### src/rtl/form_body_field_parser_assert.svh
`ifndef FORM_BODY_FIELD_PARSER_ASSERT_SVH
`define FORM_BODY_FIELD_PARSER_ASSERT_SVH

// same-cycle implication, sampled on clk, off while arst_n is low
`define FBFP_ASSERT_NOW(lbl, ante, cons, msg) \
	lbl: assert property (@(posedge clk) disable iff (!arst_n) (ante) |-> (cons)) \
		else $error(msg);

// next-cycle implication, sampled on clk, off while arst_n is low
`define FBFP_ASSERT_NEXT(lbl, ante, cons, msg) \
	lbl: assert property (@(posedge clk) disable iff (!arst_n) (ante) |=> (cons)) \
		else $error(msg);

`endif

### src/rtl/fbfp_pkg.sv
`timescale 1ns / 1ps

package fbfp_pkg;

	localparam int unsigned URL_MAX  = 255;
	localparam int unsigned CRED_MAX = 127;

	localparam logic [7:0] URL_CAP  = 8'(URL_MAX);
	localparam logic [7:0] CRED_CAP = 8'(CRED_MAX);

	localparam logic [1:0] FIELD_URL  = 2'd0;
	localparam logic [1:0] FIELD_SSID = 2'd1;
	localparam logic [1:0] FIELD_PASS = 2'd2;
	localparam logic [1:0] FIELD_NONE = 2'd3;

	localparam logic [1:0] ESC_IDLE = 2'd0;
	localparam logic [1:0] ESC_HIGH = 2'd1;
	localparam logic [1:0] ESC_LOW  = 2'd2;

	localparam logic [7:0] CH_AMP   = 8'h26;
	localparam logic [7:0] CH_EQ    = 8'h3D;
	localparam logic [7:0] CH_PCT   = 8'h25;
	localparam logic [7:0] CH_PLUS  = 8'h2B;
	localparam logic [7:0] CH_SPACE = 8'h20;
	localparam logic [7:0] CH_TILDE = 8'h7E;

	localparam logic [2:0] KEY_COUNT_MAX = 3'd7;

	typedef struct packed {
		logic            in_value;
		logic [2:0]      key_count;
		logic [2:0]      key_match;
		logic [1:0]      active_field;
		logic [1:0]      escape_phase;
		logic [7:0]      escape_acc;
		logic [2:0][7:0] field_length;
		logic [2:0]      field_printable;
	} fbfp_state_t;

	localparam fbfp_state_t STATE_RESET = '{
		in_value:        1'b0,
		key_count:       3'd0,
		key_match:       3'b111,
		active_field:    FIELD_NONE,
		escape_phase:    ESC_IDLE,
		escape_acc:      8'd0,
		field_length:    '0,
		field_printable: 3'b000
	};

	typedef struct packed {
		logic       write_valid;
		logic [1:0] field_id;
		logic [7:0] char_pos;
		logic [7:0] char_value;
		logic       done_res;
		logic       status;
	} fbfp_res_t;

	function automatic logic [2:0] key_len(input logic [1:0] f);
		case (f)
			FIELD_URL: key_len = 3'd3;
			FIELD_SSID: key_len = 3'd4;
			FIELD_PASS: key_len = 3'd4;
			default: key_len = 3'd0;
		endcase
	endfunction

	function automatic logic [7:0] key_char(input logic [1:0] f, input logic [1:0] idx);
		key_char = 8'h00;
		case (f)
			FIELD_URL: begin
				case (idx)
					2'd0: key_char = 8'h75; // u
					2'd1: key_char = 8'h72; // r
					2'd2: key_char = 8'h6C; // l
					default: key_char = 8'h00;
				endcase
			end
			FIELD_SSID: begin
				case (idx)
					2'd0: key_char = 8'h73; // s
					2'd1: key_char = 8'h73; // s
					2'd2: key_char = 8'h69; // i
					default: key_char = 8'h64; // d
				endcase
			end
			FIELD_PASS: begin
				case (idx)
					2'd0: key_char = 8'h70; // p
					2'd1: key_char = 8'h61; // a
					2'd2: key_char = 8'h73; // s
					default: key_char = 8'h73; // s
				endcase
			end
			default: key_char = 8'h00;
		endcase
	endfunction

	// {valid, digit}
	function automatic logic [4:0] hex_digit(input logic [7:0] c);
		hex_digit = 5'd0;
		if (c >= 8'h30 && c <= 8'h39) begin
			hex_digit = {1'b1, 4'(c - 8'h30)};
		end else if (c >= 8'h41 && c <= 8'h46) begin
			hex_digit = {1'b1, 4'(c - 8'h37)};
		end else if (c >= 8'h61 && c <= 8'h66) begin
			hex_digit = {1'b1, 4'(c - 8'h57)};
		end
	endfunction

endpackage

### src/rtl/fbfp_step.sv
`timescale 1ns / 1ps

module fbfp_step (
	input  fbfp_pkg::fbfp_state_t cur,
	input  logic [7:0]            data_byte,
	input  logic                  body_end,
	output fbfp_pkg::fbfp_state_t nxt,
	output fbfp_pkg::fbfp_res_t   res,
	output logic                  res_valid
);
	import fbfp_pkg::*;

	logic       store_req;
	logic [7:0] store_v;
	logic [4:0] hx;
	logic [7:0] acc_n;
	logic [7:0] cap;
	logic       emit;
	logic [7:0] emit_pos;
	logic       bad;

	assign hx    = hex_digit(data_byte);
	assign acc_n = hx[4] ? {cur.escape_acc[3:0], hx[3:0]} : cur.escape_acc;
	assign cap   = (cur.active_field == FIELD_URL) ? URL_CAP : CRED_CAP;

	always_comb begin
		nxt       = cur;
		store_req = 1'b0;
		store_v   = data_byte;
		emit      = 1'b0;
		emit_pos  = 8'd0;
		bad       = 1'b0;

		if (data_byte == CH_AMP) begin
			// flush a cut-short escape, then restart the pair
			store_req        = cur.in_value && (cur.escape_phase != ESC_IDLE);
			store_v          = cur.escape_acc;
			nxt.in_value     = 1'b0;
			nxt.key_count    = 3'd0;
			nxt.key_match    = 3'b111;
			nxt.active_field = FIELD_NONE;
			nxt.escape_phase = ESC_IDLE;
			nxt.escape_acc   = 8'd0;
		end else if (!cur.in_value) begin
			if (data_byte == CH_EQ) begin
				nxt.active_field = FIELD_NONE;
				for (int i = 0; i < 3; i++) begin
					if (cur.key_match[i] && cur.key_count == key_len(2'(i))) begin
						nxt.active_field       = 2'(i);
						nxt.field_length[i]    = 8'd0;
						nxt.field_printable[i] = 1'b1;
					end
				end
				nxt.in_value = 1'b1;
			end else begin
				for (int i = 0; i < 3; i++) begin
					if (cur.key_count >= key_len(2'(i)) ||
					    key_char(2'(i), cur.key_count[1:0]) != data_byte) begin
						nxt.key_match[i] = 1'b0;
					end
				end
				if (cur.key_count != KEY_COUNT_MAX) begin
					nxt.key_count = cur.key_count + 3'd1;
				end
			end
		end else if (cur.active_field == FIELD_NONE) begin
			// unknown key: consume the value
		end else if (cur.active_field != FIELD_URL) begin
			store_req = 1'b1;
		end else if (cur.escape_phase != ESC_IDLE) begin
			if (cur.escape_phase == ESC_HIGH) begin
				nxt.escape_phase = ESC_LOW;
				nxt.escape_acc   = acc_n;
				store_req        = body_end;
				store_v          = acc_n;
			end else begin
				nxt.escape_phase = ESC_IDLE;
				nxt.escape_acc   = 8'd0;
				store_req        = 1'b1;
				store_v          = acc_n;
			end
		end else if (data_byte == CH_PCT) begin
			nxt.escape_phase = ESC_HIGH;
			nxt.escape_acc   = 8'd0;
		end else if (data_byte == CH_PLUS) begin
			store_req = 1'b1;
			store_v   = CH_SPACE;
		end else begin
			store_req = 1'b1;
		end

		for (int i = 0; i < 3; i++) begin
			if (store_req && store_v != 8'd0 && cur.active_field == 2'(i) &&
			    nxt.field_length[i] < cap) begin
				emit     = 1'b1;
				emit_pos = nxt.field_length[i];
				if (store_v < CH_SPACE || store_v > CH_TILDE) begin
					nxt.field_printable[i] = 1'b0;
				end
				nxt.field_length[i] = nxt.field_length[i] + 8'd1;
			end
		end

		for (int i = 0; i < 3; i++) begin
			if (!nxt.field_printable[i] || nxt.field_length[i] == 8'd0) begin
				bad = 1'b1;
			end
		end

		if (body_end) begin
			nxt = STATE_RESET;
		end
	end

	assign res_valid       = emit || body_end;
	assign res.write_valid = emit;
	assign res.field_id    = emit ? cur.active_field : FIELD_URL;
	assign res.char_pos    = emit ? emit_pos : 8'd0;
	assign res.char_value  = emit ? store_v : 8'd0;
	assign res.done_res    = body_end;
	assign res.status      = body_end && bad;

endmodule

### src/rtl/fbfp_out_reg.sv
`timescale 1ns / 1ps

module fbfp_out_reg (
	input  logic                clk,
	input  logic                arst_n,
	input  logic                load,
	input  fbfp_pkg::fbfp_res_t res,
	output logic                free,
	output logic                m_tvalid,
	input  logic                m_tready,
	output logic [23:0]         m_tdata,  // char_pos, char_value, status, zero pad
	output logic [2:0]          m_tuser,  // write_valid, field_id
	output logic                m_tlast   // done_res
);
	import fbfp_pkg::*;

	logic      valid_q;
	fbfp_res_t res_q;

	assign free = !valid_q || m_tready;

	always_ff @(posedge clk or negedge arst_n) begin
		if (!arst_n) begin
			valid_q <= 1'b0;
		end else if (free) begin
			valid_q <= load;
		end
	end

	always_ff @(posedge clk) begin
		if (free && load) begin
			res_q <= res;
		end
	end

	assign m_tvalid = valid_q;
	assign m_tdata  = {7'd0, res_q.status, res_q.char_value, res_q.char_pos};
	assign m_tuser  = {res_q.field_id, res_q.write_valid};
	assign m_tlast  = res_q.done_res;

endmodule

### src/rtl/form_body_field_parser.sv
`timescale 1ns / 1ps
// A body byte is held in byte_s1, then its word is registered in u_out for m_tvalid.
// One byte per cycle unless its word stalls; the parse state updates in one pass per byte.
// A byte with no result still advances even while the output word is stalled.
// Reset (arst_n low, asynchronous): parser idle, all three fields absent, no word pending.
// After the final byte of a body the parse state returns to its reset value by itself.

module form_body_field_parser (
	input  logic        clk,
	input  logic        arst_n,
	input  logic        s_tvalid,
	output logic        s_tready,
	input  logic [7:0]  s_tdata,  // data_byte
	input  logic        s_tlast,  // body_end
	output logic        m_tvalid,
	input  logic        m_tready,
	output logic [23:0] m_tdata,  // char_pos, char_value, status, zero pad
	output logic [2:0]  m_tuser,  // write_valid, field_id
	output logic        m_tlast   // done_res
);
	import fbfp_pkg::*;

	`include "form_body_field_parser_assert.svh"

	logic        valid_s1;
	logic [7:0]  byte_s1;
	logic        last_s1;
	fbfp_state_t state_q;
	fbfp_state_t state_n;
	fbfp_res_t   res;
	logic        res_valid;
	logic        out_free;
	logic        proc;

	assign proc     = valid_s1 && (out_free || !res_valid);
	assign s_tready = !valid_s1 || proc;

	always_ff @(posedge clk or negedge arst_n) begin
		if (!arst_n) begin
			valid_s1 <= 1'b0;
		end else if (s_tready) begin
			valid_s1 <= s_tvalid;
		end
	end

	always_ff @(posedge clk) begin
		if (s_tready && s_tvalid) begin
			byte_s1 <= s_tdata;
			last_s1 <= s_tlast;
		end
	end

	always_ff @(posedge clk or negedge arst_n) begin
		if (!arst_n) begin
			state_q <= STATE_RESET;
		end else if (proc) begin
			state_q <= state_n;
		end
	end

	fbfp_step u_step (
		.cur       (state_q),
		.data_byte (byte_s1),
		.body_end  (last_s1),
		.nxt       (state_n),
		.res       (res),
		.res_valid (res_valid)
	);

	fbfp_out_reg u_out (
		.clk      (clk),
		.arst_n   (arst_n),
		.load     (proc && res_valid),
		.res      (res),
		.free     (out_free),
		.m_tvalid (m_tvalid),
		.m_tready (m_tready),
		.m_tdata  (m_tdata),
		.m_tuser  (m_tuser),
		.m_tlast  (m_tlast)
	);

	`FBFP_ASSERT_NOW(a_field_known, m_tvalid && m_tuser[0], m_tuser[2:1] != FIELD_NONE, "write word names no field")
	`FBFP_ASSERT_NOW(a_cred_cap, m_tvalid && m_tuser[0] && m_tuser[2:1] != FIELD_URL, m_tdata[7:0] < CRED_CAP, "credential position past cap")
	`FBFP_ASSERT_NOW(a_no_zero_char, m_tvalid && m_tuser[0], m_tdata[15:8] != 8'd0, "zero character written")
	`FBFP_ASSERT_NOW(a_status_at_done, m_tvalid && m_tdata[16], m_tlast, "status set without done")
	`FBFP_ASSERT_NEXT(a_reset_after_end, proc && last_s1, !state_q.in_value && state_q.key_count == 3'd0 && state_q.field_printable == 3'b000, "state not cleared after body end")

endmodule
### config.mk
export PLATFORM = sky130hd
export DESIGN_NAME = form_body_field_parser
export DESIGN_NICKNAME = d
export VERILOG_FILES = /design/src/rtl/fbfp_pkg.sv /design/src/rtl/fbfp_step.sv /design/src/rtl/fbfp_out_reg.sv /design/src/rtl/form_body_field_parser.sv
export VERILOG_INCLUDE_DIRS = /design/src /design/src/rtl
export SDC_FILE = /design/constraint.sdc
export NUM_CORES = 1
export LEC_CHECK = 0
export BUFFER_PORTS_ARGS = -buffer_cell sky130_fd_sc_hd__buf_2
export CORE_UTILIZATION = 25
export DETAILED_ROUTE_END_ITERATION = 7
export PLACE_DENSITY_LB_ADDON = 0.25
export SKIP_LAST_GASP = 1
export SLEW_MARGIN = 10
export SYNTH_ARGS = -nofsm -noshare
export SYNTH_HDL_FRONTEND = slang
export SYNTH_HIERARCHICAL = 1
export SYNTH_SLANG_ARGS = --single-unit
### constraint.sdc
create_clock -name clk -period 6.3 [get_ports clk]
set_clock_uncertainty 0.05 [all_clocks]
set_input_delay 0.315 -clock clk [delete_from_list [all_inputs] [get_ports clk]]
set_output_delay 0.315 -clock clk [all_outputs]
set_load 0.005 [all_outputs]
==> metrics.md, run 1 <==
| Metric | Value |
|---|---|
| Nets | 644 |
| Vias in the first global route | 4492 |
| Total number of vias | about 4600 |
| #FFs+latches synth | a little under 80 |
| Number of synthesized flops with an enable pin | 30 |
| Mean Syn Cell Area | approximately 9.4 um2 |
| Post-cts gate resize count | 0 |
| Vias per cell | between 5 and 6 |
| Max Buffers Root-to-Sink | 2 |
| Ant. Diodes | 0 |
| DRT Pass-1 Iters | 7 |
| Largest net degree at the start of global routing | 49 |
| Status | complete, but fails checks |
| Slew Limit Fails | 0 |
| Share of cells above drive strength 1 | ~21% |
| Root Buffer | clkbuf_16 |
| Sequential area share after synthesis | roughly 38% |
| Final worst path period need | around 5600 ps |
| Peak VDD IR | around 120 uV |
| Post-CTS setup repair buffer count | 0 |
| Critical path startpoint category | flop |
| Htree depth | 3 |
| TritonCTS Buffers | 9 |
| Clock Latency Late Sink | roughly 340 ps |
| Max-cap violations | 0 |
| Reg2reg setup slack | between 600 and 700 ps |
| Most frequent CP cell | buf_4 |
| Failing checks | design-rule violations |
| Commonest non-fill, non-tap cells in the layout | nor2_1, nand2_1, mux2_2, dfrtp_1, buf_2 |
| Total grt overflow | 0 |
| P_leak | 2.49 nW |
| Io pins | 43 |
| Worst Max-Slew Pin Slew | roughly 740 ps |
| Initial antenna violation count | 0 |
| R2R depth | 18 |
| Setup TNS | 0 ps |
| # DRC | 4 |
| Critical path type | flop to flop |
| Top FF cell, synth | dfrtp_1 |
| Syn. warnings | 6 |
| Synth unique cells | 86 |
| Area Overhead vs Synth | 11.8% |
| Die footprint | 0.0231 mm2 |
| Final setup fails | 0 |
| Worst R2R Start | byte_s1[2] |
| Drt first-iter violations | around 370 |
| Initial core utilization | between 20% and 30% |
| Layout Cell Area excl Fill | about 0.0063 mm2 |
| RD Place Congestion | 0.864 |
| Reg2reg end | state_q[31] |
| I/O Buffers | 35 |
| CTS sink cnt | between 70 and 80 |
| TritonCTS clock tree | yes |
| Most common cell after layout, fill and taps aside | nor2_1 |
| Reg clk slew, reported paths | about 60 ps |
| Met1 wire length | between 7 and 8 mm |
| DR WL met2 | about 6.6 mm |
| Post-Syn Instances | 598 |
| Worst path required time | about 6500 ps |
| Chip Height | about 150 um |
| Post-Route WL | approximately 15 mm |
| Asr flop ratio synth | about 60% |
| Slowest CP cell | edfxtp_1 |
| Post-DP HPWL | 10.6 mm |
| Total GRT Usage | a little over an eighth |
| Antenna Nets Post-Route | 0 |
| Area of the mapped netlist | 0.00562 mm2 |
| Hold Crit Class | input port to asynchronous set/reset pin |
| Row cnt | between 50 and 60 |
| Worst EP arrival | slightly below 6000 ps |
| Crit. End Element | flop |
| Core Region | ~0.022 mm2 |
| CP Cell Sequence | nor4bb_1 -> buf_4 -> and4b_1 -> nand2_1 -> nand2_1 -> inv_1 -> ha_1 -> and4_1 -> and2_1 -> a311o_1 -> nor2_2 -> nor3_1 -> buf_4 -> nand2b_1 -> inv_1 -> o21ai_4 -> buf_4 -> mux2_2 |
| Routed wl met3 | ~570 um |
| DR top layer | met4 |
| Die W | between 150 and 200 um |
| # hold bufs at CTS | 0 |
| Max-slew headroom | 50.5% |
| RSZ-0062 raised after global routing | no |
| Power per cell area | roughly 200 mW/mm2 |
| Peak Freq | ~180 MHz |
| Wire per inst | around 16 um |
| First-pass GRT wire length | ~25 mm |
| Fin crit share | a little under 90% |
| Final Hold Vio Count | 0 |
| DP Area | about 0.0060 mm2 |
| Max stage delay on crit path | roughly 690 ps |
| Max FO, Critical Path | 46 |
==> report_power, final <==
| part | internal [mW] | switching (mW) | total (mW) |
|---|---|---|---|
| Sequential | 0.551 | 0.0260 | 0.577 |
| Combinational | 0.0675 | 0.0948 | 0.162 |
| Clock | 0.328 | 0.205 | 0.533 |
==> layer usage <==
| metal | vias to the layer above | track usage, % |
|---|---|---|
| met1 | 2244 | 18.1 |
| met2 | 115 | 21.1 |
| li1 | 2240 | - |
| met5 | - | 0 |
| met3 | 24 | 2.08 |
| met4 | 0 | 5.54 |
==> logic make-up (layout without fill, tap and decap cells) <==
group                    count (synthesis)  after routing  synth area share [%]
buffers and inverters                   60             77                  5.50
multiplexers                            49             49                  9.75
flip-flops                              78             78                  37.5
XOR/XNOR                                23             23                  3.59
other                                    1              7                0.0668
AND/OR/NAND/NOR                        243            243                  23.0
adder cells (fa/ha/maj)                 15             15                  3.34
AO/OA/AOI/OAI                          129            129                  17.2
==> state kept, by name, indices dropped and copies added, names as in the netlist <==
register	cells
state_q	46
u_out/m_tdata	17
byte_s1	8
u_out/m_tuser	3
last_s1	1
u_out/m_tlast	1
u_out/m_tvalid	1
valid_s1	1
==> Yosys cell counts (8+ instances only) <==
cell type  number  area share, %
nor2_1         72            4.8
xnor2_1        17            2.7
nand4_1         8           0.89
buf_4          12            1.6
mux2_2         43            8.6
nor3_1         17            1.5
and3_1          8           0.89
nand3_1        19            1.7
inv_1          17            1.1
ha_1           15            3.3
clkbuf_1       18            1.2
nor4_1          9            1.0
and2_1         11            1.2
dfrtp_1        43             19
a21oi_1        27            2.4
o21ai_0        17            1.5
nand2_1        49            3.3
edfxtp_1       30             16
==> area by class of cell <==
type                            count  area, um2
Fill cell                        2303      15700
Inverter                           19       71.3
Clock inverter                      3       42.5
Sequential cell                    78       2110
Timing Repair Buffer               42        228
Multi-Input combinational cell    466       3220
Clock buffer                       13        260
Tap cell                          280        350
==> stage by stage <==
stage | setup slack, ps | utilization (%) | cells | total power, mW | hold WS, ps
CTS | 667 | 28.6 | 901 | 1.29 | 66.6
floorplan | 1670 | - | 604 | 0.704 | -30.6
global route | 254 | 28.6 | 901 | 1.33 | 80.0
finish | 689 | 28.6 | 901 | 1.27 | 33.7
detailed placement | 690 | 27.2 | 885 | 0.751 | 436
global placement | 750 | 27.2 | 885 | 0.753 | 425
==> worst max path at each step <==
stage,from,endpoint,slack (ps)
6_report,byte_s1[2],state_q[31],690
5_1_grt,byte_s1[1],state_q[31],250
4_1_cts,byte_s1[1],state_q[31],670
3_5_place_dp,byte_s1[1],state_q[31],690
3_3_place_gp,byte_s1[2],state_q[27],750
2_1_floorplan,byte_s1[1],byte_s1[0],1670
==> worst max-delay path, delay by kind of cell (launching register included) <==
family / cells / cell delay (ps)
buf+inv: 5 / 1150
mux: 1 / 410
compound gates: 2 / 590
flops: 1 / 690
fa+ha+maj: 1 / 260
simple gates: 9 / 2310
No activity file was read; power rests on OpenSTA's default activity.
==> run 2, diff against run 1 <==
- GPL_TIMING_DRIVEN: default -> 0
==> run 2 against run 1 <==
Against the previous run:
- the flow finishes with violations (design-rule violations, negative hold slack)
- first-iteration DRC count is 9.6% higher
- utilization rose by 0.74 points
- sequential share of layout area shrank 0.85 points
- via count increased by 4.0%
==> metrics.md, run 2 (synthesis results as in run 1) <==
| Metric | Value |
|---|---|
| Total GRT Usage | between 10% and 20% |
| Area occupied by registers | approximately 0.0021 mm2 |
| Core Region | between 0.02 and 0.025 mm2 |
| Row cnt | 54 |
| Max Buffers Root-to-Sink | 2 |
| Slew Limit Fails | 0 |
| Wire per inst | roughly 17 um |
| Switching Share | between 20% and 30% |
| Ant. Diodes | 0 |
| Failing checks | design-rule violations, negative hold slack |
| First-pass GRT wire length | about 26 mm |
| Routed wl met3 | around 700 um |
| Largest register FFs | 46 |
| Root Buffer | clkbuf_16 |
| Die footprint | 0.0231 mm2 |
| # hold bufs at CTS | 0 |
| Setup TNS | 0 ps |
| Share of cells above drive strength 1 | between 20% and 30% |
| I/O Buffers | 35 |
| Power per cell area | ~190 mW/mm2 |
| Util after Layout | between 20 and 30% |
| R2R depth | 19 |
| Final setup fails | 0 |
| Layout Cell Area excl Fill | roughly 0.0064 mm2 |
| Net switching power | approximately 340 uW |
| Final worst path period need | ~5800 ps |
| Hold_ws | -55.3 ps |
| Final Hold Vio Count | 43 |
| TritonCTS clock tree | yes |
| Reg2reg end | state_q[27] |
| Met1 wire length | ~8 mm |
| Post-DP HPWL | 11.4 mm |
| Internal | about 900 uW |
| Htree depth | 3 |
| Largest Register | state_q |
| Total number of vias | 4807 |
| Chip Height | 152 um |
| DP Area | roughly 0.0062 mm2 |
| # DRC | 4 |
| Antenna Nets Post-Route | 0 |
| Max-cap violations | 0 |
| Max-slew headroom | between 50 and 60% |
| Max FO, Critical Path | 10 |
| RD Place Congestion | about 0.9 |
| Commonest non-fill, non-tap cells in the layout | nor2_1, nand2_1, mux2_2, dfrtp_1, buf_2 |
| Worst R2R Start | byte_s1[1] |
| TritonCTS Buffers | 9 |
| Peak Freq | roughly 170 MHz |
| Initial antenna violation count | 0 |
| Total grt overflow | 0 |
| Reg2reg setup slack | about 570 ps |
| Post-Route WL | 15.8 mm |
| Fin crit share | between 90 and 100% |
| Worst path required time | 5930 ps |
| Peak VDD IR | roughly 91 uV |
| Final setup margin | 506 ps |
| Fillers | about 2300 |
| Area of the multi-input gates | between 0.003 and 0.004 mm2 |
| P_leak | approximately 2.6 nW |
| Drt first-iter violations | ~400 |
| Largest net degree at the start of global routing | 49 |
| Most common cell after layout, fill and taps aside | nor2_1 |
| Vias in the first global route | between 4000 and 5000 |
| DRT Pass-1 Iters | 7 |
| Sequential Power Share | around 46% |
| Nets | between 600 and 700 |
| Crit. End Element | primary output |
| Initial core utilization | 25.6% |
| Reg clk slew, reported paths | ~60 ps |
| Combinational Power Share | approximately 15% |
| Hold Crit Class | input port to asynchronous set/reset pin |
| Worst EP arrival | 5430 ps |
| Dpl ws | 307 ps |
| Clock Latency Late Sink | approximately 350 ps |
| RSZ-0062 raised after global routing | no |
| Clock power frac | approximately 39% |
| Critical path type | flop to primary output |
| Worst Max-Slew Pin Slew | about 680 ps |
| DR top layer | met4 |
| DR WL met2 | between 7 and 8 mm |
| Status | complete, but fails checks |
| Area Overhead vs Synth | 14.7% |
| Critical path startpoint category | flop |
| Io pins | between 40 and 50 |
| Die W | 152 um |
| Vias per cell | a little over 5 |
| CTS sink cnt | slightly below 80 |
[run 2: cell count changes in the layout (fill, tap and decap cells not counted), sizes merged]
cell / delta
bufinv: -1
clkinv: +3
buf: +17
clkbuf: +16
[run 2: worst max-delay path by stage]
stage                 endpoint  cells after the start        from
floorplan           byte_s1[0]                     17  byte_s1[1]
global placement    byte_s1[4]                     17  byte_s1[1]
detailed placement  byte_s1[4]                     18  byte_s1[1]
CTS                 byte_s1[4]                     17  byte_s1[1]
global route          s_tready                     18  byte_s1[1]
finish                s_tready                     17  byte_s1[1]
[run 2: per-layer routing]
| layer | GRT usage (%) | up-vias |
|---|---|---|
| met5 | 0 | - |
| met4 | 5.10 | 0 |
| li1 | - | 2307 |
| met2 | 21.6 | 145 |
| met3 | 2.74 | 19 |
| met1 | 20.0 | 2336 |
[run 2: worst max-delay path, cell delays in order, from the launching register on]
cell and delay [ps]:
edfxtp_1 420, clkbuf_2 280, inv_1 120, ha_1 190, clkbuf_1 230, o21ba_1 250
o21ai_1 270, clkbuf_1 400, a21oi_1 150, a222oi_1 540, nand4_1 440, o31ai_2 600
nor2_2 140, nor3_1 300, buf_2 300, nand2b_1 140, nand3b_1 150, buf_2 130
[run 2: power groups by stage]
stage | registers, mW | clock network [mW] | logic [mW]
after detailed placement | 0.581 | 0 | 0.182
after global placement | 0.581 | 0 | 0.181
after floorplan | 0.576 | 0 | 0.129
after global routing | 0.574 | 0.527 | 0.205
final | 0.571 | 0.486 | 0.183
after CTS | 0.571 | 0.501 | 0.183
[run 2: final cells by class]
cell class / instances / share of cell area, %
buffer: 41 / 3.71
clock buffer: 11 / 3.77
clock inverter: 5 / 0.388
inverter: 19 / 1.11
multi-input combinational: 466 / 50.0
sequential: 78 / 32.7
tap: 280 / 5.43
timing repair buffer: 36 / 2.87
[run 2: per-stage QoR]
stage	instances	total power, mW
floorplan	604	0.704
global placement	919	0.762
detailed placement	919	0.763
CTS	935	1.26
global route	936	1.31
finish	936	1.24
[run 2: repair_timing]
item                                   in CTS  in global routing
endpoints found under the hold margin       0                  0
setup endpoints to repair                   0                 78
buffers inserted                            0                  1
gates resized for setup                     0                  3
